**src/rtl/apl_pkg.sv**
```systemverilog
// Shared constants and types for the audio peak limiter.
package apl_pkg;

   localparam int MUL_W = 32;
   localparam int CSR_IDX_W = 4;
   localparam int CSR_DATA_W = 16;
   localparam int GAIN_W = 15;

   typedef logic [MUL_W-1:0]   mul_operand_type;
   typedef logic [2*MUL_W-1:0] mul_product_type;

   localparam logic [CSR_IDX_W-1:0] CSR_THRESHOLD = 4'd0;
   localparam logic [CSR_IDX_W-1:0] CSR_ATTACK    = 4'd1;
   localparam logic [CSR_IDX_W-1:0] CSR_RELEASE   = 4'd2;
   localparam logic [CSR_IDX_W-1:0] CSR_SLOPE     = 4'd3;

endpackage

```
**src/rtl/apl_req_if.sv**
```systemverilog
// Sample request channel.
interface apl_req_if #(parameter int SAMPLE_WIDTH = 16) ();
   logic                           valid;
   logic                           ready;
   logic signed [SAMPLE_WIDTH-1:0] sample_in;
   modport source (output valid, output sample_in, input ready);
   modport sink   (input valid, input sample_in, output ready);
endinterface

```
**src/rtl/apl_rsp_if.sv**
```systemverilog
// Limited sample response channel.
interface apl_rsp_if
   import apl_pkg::*;
#(parameter int SAMPLE_WIDTH = 16) ();
   logic                           valid;
   logic                           ready;
   logic signed [SAMPLE_WIDTH-1:0] sample_out;
   logic [GAIN_W-1:0]              gain;
   modport source (output valid, output sample_out, output gain, input ready);
   modport sink   (input valid, input sample_out, input gain, output ready);
endinterface

```
**src/rtl/apl_csr_if.sv**
```systemverilog
// Register write channel.
interface apl_csr_if
   import apl_pkg::*;
();
   logic                  valid;
   logic                  ready;
   logic [CSR_IDX_W-1:0]  index;
   logic [CSR_DATA_W-1:0] wdata;
   modport source (output valid, output index, output wdata, input ready);
   modport sink   (input valid, input index, input wdata, output ready);
endinterface

```
**src/rtl/apl_mul.sv**
```systemverilog
// Shared unsigned multiplier used by every multiplying step.
module apl_mul
   import apl_pkg::*;
(
   input  mul_operand_type a,
   input  mul_operand_type b,
   output mul_product_type p
);
   assign p = mul_product_type'(a) * mul_product_type'(b);
endmodule

```
**src/rtl/audio_peak_limiter.sv**
```systemverilog
// Top level of the envelope-following peak limiter.
//
//  channel   dir  payload                  handshake
//  req_chan  in   sample_in                valid/ready
//  rsp_chan  out  sample_out, gain         valid/ready, output register
//  csr_chan  in   index, wdata             valid/ready, ready always high
//
// One 32x32 multiplier is shared by all multiplying steps under a sequencer.
// A unity-gain request updates the envelope, checks it and goes to output.
// A limited request runs two log2 passes of LOG_EXP_STEPS squarings, then as
// many exp2 steps, each a load and one isqrt bit per cycle for 31 bits.
// Synchronous reset clears envelope and control, loads CSR defaults. A new
// request is taken while a response waits; the next result waits for it.
module audio_peak_limiter
   import apl_pkg::*;
#(
   parameter int SAMPLE_WIDTH  = 16,
   parameter int LOG_EXP_STEPS = 16
) (
   input  logic      clock,
   input  logic      reset,
   apl_req_if.sink   req_chan,
   apl_rsp_if.source rsp_chan,
   apl_csr_if.sink   csr_chan
);

   localparam int SW  = SAMPLE_WIDTH;
   localparam int F   = LOG_EXP_STEPS;
   localparam int EW  = SW - 1;
   localparam int VW  = (EW > GAIN_W) ? EW : GAIN_W;
   localparam int AW  = EW + 18;
   localparam int LW  = 5 + F;
   localparam int XW  = 16 + LW;
   localparam int NW  = XW - F - 12;
   localparam logic [EW-1:0] SMAX = {EW{1'b1}};

   typedef enum logic [3:0] {
      ST_IDLE, ST_ENV_A, ST_ENV_B, ST_CHECK, ST_LOG_INIT, ST_LOG_SQ,
      ST_EXPO, ST_SQ_INIT, ST_SQ_STEP, ST_SHIFT, ST_OUT
   } state_type;

   state_type             state_ff, state_in;
   logic signed [SW-1:0]  s_ff, s_in;
   logic [EW-1:0]         env_ff, env_in;
   logic [EW-1:0]         rise_ff, rise_in;
   logic [AW-1:0]         acc_ff, acc_in;
   logic                  sel_ff, sel_in;
   logic [4:0]            p_ff, p_in;
   logic [30:0]           m_ff, m_in;
   logic [F-1:0]          frac_ff, frac_in;
   logic [4:0]            cnt_ff, cnt_in;
   logic [LW-1:0]         lga_ff, lga_in;
   logic [LW-1:0]         lgb_ff, lgb_in;
   logic [XW-1:0]         e_ff, e_in;
   logic [30:0]           y_ff, y_in;
   logic [60:0]           v_ff, v_in;
   logic [30:0]           r_ff, r_in;
   logic [4:0]            j_ff, j_in;
   logic [GAIN_W-1:0]     gain_ff, gain_in;
   logic                  rsp_valid_ff, rsp_valid_in;
   logic signed [SW-1:0]  out_s_ff, out_s_in;
   logic [GAIN_W-1:0]     out_g_ff, out_g_in;
   logic [14:0]           thr_ff;
   logic [15:0]           att_ff, rel_ff, slope_ff;

   mul_operand_type       mul_a, mul_b;
   mul_product_type       prod;

   logic [SW-1:0]         abs_s;
   logic [EW-1:0]         mag;
   logic [14:0]           thr_eff;
   logic [VW-1:0]         lv;
   logic [4:0]            lead;
   logic [AW-1:0]         sum;
   logic [EW+1:0]         env_new;
   logic [31:0]           sq;
   logic [F-1:0]          frac_new;
   logic [30:0]           trial;
   logic [NW-1:0]         n_sh;
   logic [30:0]           y_sh;
   logic [16:0]           g_r;
   logic signed [SW+15:0] pm, t;
   logic signed [SW:0]    q;

   apl_mul u_mul (.a(mul_a), .b(mul_b), .p(prod));

   assign req_chan.ready      = (state_ff == ST_IDLE);
   assign csr_chan.ready      = 1'b1;
   assign rsp_chan.valid      = rsp_valid_ff;
   assign rsp_chan.sample_out = out_s_ff;
   assign rsp_chan.gain       = out_g_ff;

   assign abs_s   = s_ff[SW-1] ? (~s_ff + 1'b1) : s_ff;
   assign mag     = (abs_s > SW'(SMAX)) ? SMAX : abs_s[EW-1:0];
   assign thr_eff = (thr_ff == '0) ? 15'd1 : thr_ff;
   assign lv      = sel_ff ? VW'(thr_eff) : VW'(env_ff);

   always_comb begin
      lead = '0;
      for (int i = 0; i < VW; i++) begin
         if (lv[i]) lead = 5'(i);
      end
   end

   always_comb begin
      state_in     = state_ff;
      s_in         = s_ff;
      env_in       = env_ff;
      rise_in      = rise_ff;
      acc_in       = acc_ff;
      sel_in       = sel_ff;
      p_in         = p_ff;
      m_in         = m_ff;
      frac_in      = frac_ff;
      cnt_in       = cnt_ff;
      lga_in       = lga_ff;
      lgb_in       = lgb_ff;
      e_in         = e_ff;
      y_in         = y_ff;
      v_in         = v_ff;
      r_in         = r_ff;
      j_in         = j_ff;
      gain_in      = gain_ff;
      out_s_in     = out_s_ff;
      out_g_in     = out_g_ff;
      rsp_valid_in = rsp_valid_ff && !rsp_chan.ready;
      mul_a        = '0;
      mul_b        = '0;
      sum          = '0;
      env_new      = '0;
      sq           = '0;
      frac_new     = '0;
      trial        = '0;
      n_sh         = '0;
      y_sh         = '0;
      g_r          = '0;
      pm           = '0;
      t            = '0;
      q            = '0;
      case (state_ff)
         ST_IDLE: begin
            if (req_chan.valid) begin
               s_in     = req_chan.sample_in;
               state_in = ST_ENV_A;
            end
         end
         ST_ENV_A: begin
            mul_a    = MUL_W'(env_ff);
            mul_b    = MUL_W'(17'h10000 - {1'b0, rel_ff});
            acc_in   = prod[AW-1:0];
            rise_in  = (mag > env_ff) ? (mag - env_ff) : '0;
            state_in = ST_ENV_B;
         end
         ST_ENV_B: begin
            mul_a    = MUL_W'(att_ff);
            mul_b    = MUL_W'(rise_ff);
            sum      = acc_ff + prod[AW-1:0] + AW'(32768);
            env_new  = sum[AW-1:16];
            env_in   = (env_new > (EW+2)'(SMAX)) ? SMAX : env_new[EW-1:0];
            state_in = ST_CHECK;
         end
         ST_CHECK: begin
            if (VW'(env_ff) > VW'(thr_eff)) begin
               sel_in   = 1'b0;
               state_in = ST_LOG_INIT;
            end else begin
               gain_in  = {GAIN_W{1'b1}};
               state_in = ST_OUT;
            end
         end
         ST_LOG_INIT: begin
            p_in     = lead;
            m_in     = 31'(lv) << (5'd30 - lead);
            frac_in  = '0;
            cnt_in   = '0;
            state_in = ST_LOG_SQ;
         end
         ST_LOG_SQ: begin
            // mantissa stays in [1,2) as Q1.30
            mul_a    = MUL_W'(m_ff);
            mul_b    = MUL_W'(m_ff);
            sq       = prod[61:30];
            frac_new = {frac_ff[F-2:0], sq[31]};
            m_in     = sq[31] ? sq[31:1] : sq[30:0];
            frac_in  = frac_new;
            cnt_in   = cnt_ff + 1'b1;
            if (cnt_ff == 5'(F-1)) begin
               if (!sel_ff) begin
                  lga_in   = {p_ff, frac_new};
                  sel_in   = 1'b1;
                  state_in = ST_LOG_INIT;
               end else begin
                  lgb_in   = {p_ff, frac_new};
                  state_in = ST_EXPO;
               end
            end
         end
         ST_EXPO: begin
            mul_a    = MUL_W'(slope_ff);
            mul_b    = MUL_W'(lga_ff - lgb_ff);
            e_in     = prod[XW-1:0];
            y_in     = 31'h4000_0000;
            cnt_in   = '0;
            state_in = ST_SQ_INIT;
         end
         ST_SQ_INIT: begin
            v_in     = e_ff[12 + cnt_ff] ? {1'b0, y_ff, 29'b0} : {y_ff, 30'b0};
            r_in     = '0;
            j_in     = 5'd30;
            state_in = ST_SQ_STEP;
         end
         ST_SQ_STEP: begin
            // one root bit per cycle, MSB first
            trial = r_ff | (31'd1 << j_ff);
            mul_a = MUL_W'(trial);
            mul_b = MUL_W'(trial);
            if (prod <= mul_product_type'(v_ff)) r_in = trial;
            j_in = j_ff - 1'b1;
            if (j_ff == '0) begin
               y_in   = (prod <= mul_product_type'(v_ff)) ? trial : r_ff;
               cnt_in = cnt_ff + 1'b1;
               state_in = (cnt_ff == 5'(F-1)) ? ST_SHIFT : ST_SQ_INIT;
            end
         end
         ST_SHIFT: begin
            n_sh     = e_ff[XW-1:F+12];
            y_sh     = (n_sh >= NW'(31)) ? '0 : (y_ff >> n_sh);
            g_r      = 17'((32'(y_sh) + 32'd16384) >> 15);
            gain_in  = (g_r > 17'd32767) ? {GAIN_W{1'b1}} : g_r[GAIN_W-1:0];
            state_in = ST_OUT;
         end
         ST_OUT: begin
            mul_a = MUL_W'(abs_s);
            mul_b = MUL_W'(gain_ff);
            pm    = (SW+16)'($signed({1'b0, prod[SW+14:0]}));
            if (s_ff[SW-1]) pm = -pm;
            t     = pm + (SW+16)'(16384);
            q     = t[SW+15:15];
            if (!rsp_valid_ff || rsp_chan.ready) begin
               if (!q[SW] && q[SW-1])      out_s_in = {1'b0, {(SW-1){1'b1}}};
               else if (q[SW] && !q[SW-1]) out_s_in = {1'b1, {(SW-1){1'b0}}};
               else                        out_s_in = q[SW-1:0];
               out_g_in     = gain_ff;
               rsp_valid_in = 1'b1;
               state_in     = ST_IDLE;
            end
         end
         default: state_in = ST_IDLE;
      endcase
   end

   always_ff @(posedge clock) begin
      if (reset) begin
         state_ff     <= ST_IDLE;
         env_ff       <= '0;
         rsp_valid_ff <= 1'b0;
         thr_ff       <= 15'd32767;
         att_ff       <= 16'd41366;
         rel_ff       <= 16'd50;
         slope_ff     <= 16'd4096;
      end else begin
         state_ff     <= state_in;
         env_ff       <= env_in;
         rsp_valid_ff <= rsp_valid_in;
         if (csr_chan.valid) begin
            case (csr_chan.index)
               CSR_THRESHOLD: thr_ff   <= csr_chan.wdata[14:0];
               CSR_ATTACK:    att_ff   <= csr_chan.wdata;
               CSR_RELEASE:   rel_ff   <= csr_chan.wdata;
               CSR_SLOPE:     slope_ff <= csr_chan.wdata;
               default: ;
            endcase
         end
      end
      s_ff     <= s_in;
      rise_ff  <= rise_in;
      acc_ff   <= acc_in;
      sel_ff   <= sel_in;
      p_ff     <= p_in;
      m_ff     <= m_in;
      frac_ff  <= frac_in;
      cnt_ff   <= cnt_in;
      lga_ff   <= lga_in;
      lgb_ff   <= lgb_in;
      e_ff     <= e_in;
      y_ff     <= y_in;
      v_ff     <= v_in;
      r_ff     <= r_in;
      j_ff     <= j_in;
      gain_ff  <= gain_in;
      out_s_ff <= out_s_in;
      out_g_ff <= out_g_in;
   end

endmodule
```
**src/flat_wrapper.sv**
```systemverilog
// flat-port wrapper written by rule: the top's interface ports become plain ports
module audio_peak_limiter_flat import apl_pkg::*;
#(
   parameter int SAMPLE_WIDTH  = 16,
   parameter int LOG_EXP_STEPS = 16
)
  (clock, reset, req_chan_valid, req_chan_sample_in, req_chan_ready, rsp_chan_valid, rsp_chan_sample_out, rsp_chan_gain, rsp_chan_ready, csr_chan_valid, csr_chan_index, csr_chan_wdata, csr_chan_ready);
  apl_req_if #(.SAMPLE_WIDTH(SAMPLE_WIDTH)) req_chan_i ();
  apl_rsp_if #(.SAMPLE_WIDTH(SAMPLE_WIDTH)) rsp_chan_i ();
  apl_csr_if csr_chan_i ();
  input  logic clock;
  input  logic reset;
  input wire logic [$bits(req_chan_i.valid)-1:0] req_chan_valid;
  input wire logic [$bits(req_chan_i.sample_in)-1:0] req_chan_sample_in;
  output wire logic [$bits(req_chan_i.ready)-1:0] req_chan_ready;
  output wire logic [$bits(rsp_chan_i.valid)-1:0] rsp_chan_valid;
  output wire logic [$bits(rsp_chan_i.sample_out)-1:0] rsp_chan_sample_out;
  output wire logic [$bits(rsp_chan_i.gain)-1:0] rsp_chan_gain;
  input wire logic [$bits(rsp_chan_i.ready)-1:0] rsp_chan_ready;
  input wire logic [$bits(csr_chan_i.valid)-1:0] csr_chan_valid;
  input wire logic [$bits(csr_chan_i.index)-1:0] csr_chan_index;
  input wire logic [$bits(csr_chan_i.wdata)-1:0] csr_chan_wdata;
  output wire logic [$bits(csr_chan_i.ready)-1:0] csr_chan_ready;
  assign req_chan_i.valid = req_chan_valid;
  assign req_chan_i.sample_in = req_chan_sample_in;
  assign req_chan_ready = req_chan_i.ready;
  assign rsp_chan_valid = rsp_chan_i.valid;
  assign rsp_chan_sample_out = rsp_chan_i.sample_out;
  assign rsp_chan_gain = rsp_chan_i.gain;
  assign rsp_chan_i.ready = rsp_chan_ready;
  assign csr_chan_i.valid = csr_chan_valid;
  assign csr_chan_i.index = csr_chan_index;
  assign csr_chan_i.wdata = csr_chan_wdata;
  assign csr_chan_ready = csr_chan_i.ready;
  audio_peak_limiter #(.SAMPLE_WIDTH(SAMPLE_WIDTH), .LOG_EXP_STEPS(LOG_EXP_STEPS)) u_core (.clock(clock), .reset(reset), .req_chan(req_chan_i), .rsp_chan(rsp_chan_i), .csr_chan(csr_chan_i));
endmodule
```
**config.mk**
```make
export PLATFORM = sky130hd
export DESIGN_NAME = audio_peak_limiter_flat
export DESIGN_NICKNAME = d
export VERILOG_FILES = /design/src/rtl/apl_pkg.sv /design/src/rtl/apl_req_if.sv /design/src/rtl/apl_rsp_if.sv /design/src/rtl/apl_csr_if.sv /design/src/rtl/apl_mul.sv /design/src/rtl/audio_peak_limiter.sv /design/src/flat_wrapper.sv
export SDC_FILE = /design/constraint.sdc
export NUM_CORES = 2
export LEC_CHECK = 0
export ABC_AREA = 1
export ABC_CLOCK_PERIOD_IN_PS = 24000
export BUFFER_PORTS_ARGS = -buffer_cell sky130_fd_sc_hd__buf_4
export CAP_MARGIN = 15
export CORE_MARGIN = 5
export CORE_UTILIZATION = 40
export DETAILED_ROUTE_END_ITERATION = 6
export PLACE_DENSITY = 0.66
export SLEW_MARGIN = 25
export SYNTH_ARGS = -nofsm -noshare
export SYNTH_HDL_FRONTEND = slang
export SYNTH_SLANG_ARGS = --single-unit
export TNS_END_PERCENT = 30
```
**constraint.sdc**
```tcl
create_clock -name clock -period 24 [get_ports clock]
set_input_delay 0 -clock clock [delete_from_list [all_inputs] [get_ports clock]]
set_output_delay 0 -clock clock [all_outputs]
set_load 0.01 [all_outputs]
```
# Yosys cells after proc, flatten, opt, wreduce, memory -nomap -nowiden

Cells that the tools add are included.

Bitwise gates (word level): 3
Order comparisons: 8
Reductions and logical operators: 32
Multiply operators: 1
Shifts and indexed selects: 3
Eq/ne operators: 20
$add $sub $neg: 13
Mux-type cells: 54

Operator list:

| operator                                                         | count |
|---|---|
| case mux 32 bit (6 select lines)                                 | 1 |
| case mux 31 bit (2 select lines)                                 | 3 |
| case mux 31 bit (6 select lines)                                 | 1 |
| two-way mux 31 bit                                               | 4 |
| two-way mux 15 bit                                               | 6 |
| two-way mux 5 bit                                                | 14 |
| <= comparator 64 x 61 -> 1 bit                                   | 1 |
| two-way mux 32 bit                                               | 2 |
| multiplier 31 x 32 -> 63 bit                                     | 1 |
| two-way mux 60 bit                                               | 1 |
| case mux 15 bit (2 select lines)                                 | 2 |
| case mux 4 bit (11 select lines)                                 | 1 |
| greater-than comparator 17 x 15 -> 1 bit (second input constant) | 2 |
| adder 33 x 16 -> 33 bit (second input constant)                  | 1 |
| adder 33 bit                                                     | 1 |
| adder 31 x 15 -> 32 bit (second input constant)                  | 1 |
| adder 32 x 16 -> 32 bit (second input constant)                  | 1 |
| less-than comparator 32 x 7 -> 1 bit (second input constant)     | 1 |
| two-way mux 16 bit                                               | 2 |
| negator 31 -> 32 bit                                             | 1 |
| bitwise OR 31 bit                                                | 1 |
| << shifter 1 x 5 -> 31 bit (first input constant)                | 1 |
| << shifter 15 x 5 -> 31 bit                                      | 1 |
| >> shifter 31 x 9 -> 31 bit                                      | 1 |
| other kinds (39)                                                 | 83 |

Bits in registers: 457
Logic and storage cells: 161
Input bits: 41

# Logic depth before layout (Yosys ltp)

Depth after elaboration: 20
Mapped depth: 67
Depth with buffers taken out: 65

# Modules after synthesis

A second synthesis with hierarchy kept.

Cells, all modules: 8312
Area, all modules: 62912.8 um2

Modules (own cells, without submodules):

| module             | cells an instance | instances | area each (um2) |
|---|---|---|---|
| apl_mul            | 5019              | 1         | 36358.6 |
| audio_peak_limiter | 3293              | 1         | 26554.2 |

# Worst setup path after synthesis

No wires, ideal clock.

Kind: register -> register
Start point: register u_core.state_ff[0]
End point: register u_core.r_ff[12], data pin
Buffers on the path: 4
Stages on the path, launching flop included: 53
Data arrival time: 11.015 ns
Setup slack: 12.729 ns
Setup time: 0.256 ns
Cell sequence: dfxtp_1 nand2_2 nor2_4 clkbuf_1 o21ai_0 a21oi_1 nor3_1 nand2_1 clkbuf_1 clkbuf_1 nand2_1 fa_1 inv_1 fa_1 inv_1 fa_1 inv_1 fa_1 [... 17 more ...] nand3_1 nand2_1 a21oi_1 o21ai_0 a21oi_1 xor2_1 inv_1 ha_1 nand4_1 inv_1 nand4_1 nor2_1 nand3_1 nand3_1 nand2_1 clkbuf_1 o21bai_1 inv_1

Cells in the longest elaborated chain, start to end: 6
Elaborated cells between the ends (all ways): 13
Classes of those cells: mul (1); order compare (1); eq/ne (7); mux (4)

RTL lines:

| element                                                                              | line                      | text |
|---|---|---|
| start, declared                                                                      | audio_peak_limiter.sv:42  | `state_type state_ff, state_in;` |
| start signal, assigned                                                               | audio_peak_limiter.sv:262 | `state_ff <= state_in;` |
| equality test 4 bit, or another cell as far along                                    | --                        |  |
| case mux 31 bit (6 select lines) or case mux 32 bit (6 select lines) (tied branches) | --                        |  |
| multiplier 31 x 32 -> 63 bit                                                         | --                        |  |
| <= comparator 64 x 61 -> 1 bit                                                       | --                        |  |
| two-way mux 31 bit                                                                   | --                        |  |
| case mux 31 bit (2 select lines) (*)                                                 | audio_peak_limiter.sv:140 | `case (state_ff)` |
| end signal, assigned                                                                 | audio_peak_limiter.sv:288 | `r_ff <= r_in;` |
| end, declared                                                                        | audio_peak_limiter.sv:57  | `logic [30:0] r_ff, r_in;` |

Mark *: on every way between the ends. The rest lies on a longest branch, timed or not.
A chain may end at the register's enable or synchronous reset.

==> impl_metrics.tcl <==
set metrics [dict create \
    avgRoutedWirePerCell_um 21.5 \
    min_path_type "input pin to register" \
    finalPower_mw 4.00 \
    grt_pass1_wl_mm 303 \
    final_cell_mix "nand2_1 (1667), inv_1 (1603), fa_1 (868)" \
    fin_crit_ns 14.32 \
    die_w_um 392 \
    hold_path_depth 5 \
    reg2regPathDepth 57 \
    clockBufferDepth 3 \
    synth_seq_cells 425 \
    r2r_end "u_core.r_ff[18]" \
    crit_arrival_ns 14.64 \
    ir_worst_vdd_v 0.0000744 \
    cap_violations 0 \
    cts-htree-levels 2 \
    min_to "u_core.att_ff[4]" \
    cts_made_buffers 45 \
    postCtsHoldBufs 39 \
    core_um2 145000 \
    yosys.area.top_type "fa_1" \
    grt_usage_pct 25.9 \
    violations "design-rule violations" \
    worst-r2r-setup-slack_ns 9.68 \
    drc_errors 1 \
    gr-total-overflow 0 \
    synth_area_leaders "fa_1 (30%), edfxtp_1 (18%), nand2_1 (11%)" \
    grt_pass1_vias 50500 \
    period_share_pct 59.7 \
    critPathCaptureType "register" \
    worstReg2RegStart "u_core.lga_ff[2]" \
    die_y_um 392 \
    setup_violations 0 \
    start_util_pct 40.2 \
    clock-sinks 425 \
    yosys.area.top_type_share_pct 29.8 \
    seq_area_um2 11900 \
    place_congestion 0.959 \
    num-fill-cells 14400 \
    pre_cts_ws_ns 9.87 \
    final.setup.worst_slack_ns 9.68 \
    yosys_warnings 0 \
    async_flop_share_pct 0 \
    p_leak_nw 31.0 \
    place_hpwl_mm 159 \
    tns_ns 0 \
    portBuffers 73 \
    grt_max_degree 64 \
    ys_types 69 \
    hold_viol 0 \
    synth_area_per_cell_um2 8.03 \
    skew_ns 0.0349 \
    die_area_um2 154000 \
    cp_num_buf_inv 11 \
    routed_wirelength_mm 199 \
    first_pass_iters 7 \
    synth_flop_cell "edfxtp_1" \
    drtIter0Drc 5116 \
    rsz0062_at_grt "false" \
    synth-edff-count 342 \
    cts_setup_buffers 0 \
    io_pins 75 \
    outcome "finished with violations" \
    critPathMaxFanout 30 \
    holdWs_ns 0.0235 \
    synth_cells 7260 \
    start_kind "register" \
    synth_seq_area_share_pct 20.5 \
    crit_required_ns 24.32 \
    max_freq_mhz 69.8 \
    cts.clk_slew.worst_paths_ns 0.06 \
    clock_latency_ns 0.61 \
    syn_to_final_growth_pct 8.42 \
    critPathMaxStageDelay_ns 0.72 \
    multi_input_area_um2 39400 \
    cts_tree "done" \
    final_common_cell "nand2_1" \
    tightest_slew_ns 1.10 \
    cts_resized 0 \
    vias_per_cell 5.33 \
    nets 8617 \
    critical_path_class "register to register" \
    critPathTopFamily "adder cells" \
    dr_total_vias 49300 \
    slew_viol_final 0 \
    final_layout_size_suffix_gt1_share_pct 5.23 \
    power_density_nw_per_um2 63.2 \
    max_slew_margin_pct 26.5 \
    cp_common_cell "inv_1" \
    drtAntennaViolNets 0 \
    cts_root_buf "clkbuf_16" \
    num_rows 140 \
    antenna_found_initial 4 \
    cpMaxStageDelayCell "a21boi_0" \
    synth_area_um2 58300 \
    holdCritStartpoint "csr_chan_index[0]" \
]
-- area by class of cell --
cell class / count / area share (%)
diodes: 2 / 0.00792
multi-input cells: 4966 / 62.4
well taps: 1917 / 3.79
repair buffers: 211 / 2.66
clock buffers: 61 / 2.11
flip-flops and latches: 425 / 18.9
clock inverters: 21 / 0.410
inverters: 1646 / 9.77
-- worst reg2reg max path, delay by kind of cell, from the launching register on --
family / cells / cell delay (ns)
adders and majority gates: 11 / 5.17
buffers and inverters: 11 / 1.37
and+or+nand+nor: 23 / 3.70
xor gates and xnor gates: 1 / 0.26
DFF: 1 / 0.37
AOI/OAI and AO/OA: 11 / 3.19
-- cell usage after synthesis (all sizes together) (4+ instances only) --
cell / n
a211oi: 9
a21boi: 7
a21o: 17
a21oi: 288
a221oi: 9
a31oi: 30
and2: 4
buf: 33
clkbuf: 204
clkinv: 22
dfxtp: 83
edfxtp: 342
fa: 868
ha: 413
inv: 1624
mux2i: 5
nand2: 1692
nand3: 195
nand3b: 8
nand4: 60
nor2: 708
nor3: 53
nor3b: 4
nor4: 17
o2111ai: 9
o211ai: 26
o21a: 8
o21ai: 312
o21bai: 19
o221ai: 15
o22ai: 18
o31ai: 9
or2: 20
xnor2: 39
xor2: 67
-- kinds of logic after synthesis --
group / synth area share [%]
xor gates and xnor gates: 1.63
buffers and inverters: 12.2
muxes: 0.0858
DFF: 20.5
adders and majority gates: 38.7
and+or+nand+nor: 19.3
AOI/OAI and AO/OA: 7.69
other: 0.0129
-- where the power goes --
group          internal [mW]  switching (mW)
logic                  0.648            1.66
clock network          0.446           0.317
registers              0.894          0.0360
-- layer usage --
layer	part of all wire [%]	wire (µm)	GRT usage, %	up-vias
met1	40	79000	34.1	24200
li1	-	-	-	22300
met3	11	21000	6.22	446
met4	4.8	9570	10.6	0
met5	0	0	0	-
met2	45	89600	41.4	2437
-- sequential cells by signal, indices dropped and copies added (netlist names), 15 cells and up --
register	count
u_core.slope_ff	16
u_core.thr_ff	15
u_core.rise_ff	15
u_core.rsp_chan.sample_out	16
u_core.rel_ff	16
u_core.s_ff	16
u_core.lga_ff	20
u_core.m_ff	31
u_core.y_ff	31
u_core.v_ff	32
u_core.acc_ff	33
u_core.att_ff	16
u_core.lgb_ff	20
u_core.env_ff	15
u_core.r_ff	31
u_core.e_ff	37
u_core.rsp_chan.gain	15
u_core.frac_ff	15
u_core.gain_ff	15
-- how the worst max path moves through the flow --
stage                       start         endpoint  slack [ns]  depth (start not counted)
2_1_floorplan  u_core.state_ff[0]  u_core.r_ff[12]       12.73                         52
3_3_place_gp     u_core.lga_ff[2]   u_core.r_ff[4]        9.99                         56
3_5_place_dp     u_core.lga_ff[2]  u_core.r_ff[17]        9.87                         57
4_1_cts          u_core.lga_ff[2]  u_core.r_ff[17]        9.83                         57
5_1_grt          u_core.lga_ff[2]   u_core.y_ff[6]        8.80                         57
6_report         u_core.lga_ff[2]  u_core.r_ff[18]        9.68                         57
-- metrics by stage --
stage	area (µm²)	std cells	util, %
final	63200	9249	43.5
after CTS	63200	9247	43.5
after global routing	63200	9247	43.5
after floorplan	58400	7274	-
after detailed placement	61200	9126	42.2
after global placement	61200	9126	42.2
Power figures use the tool's default switching activity.
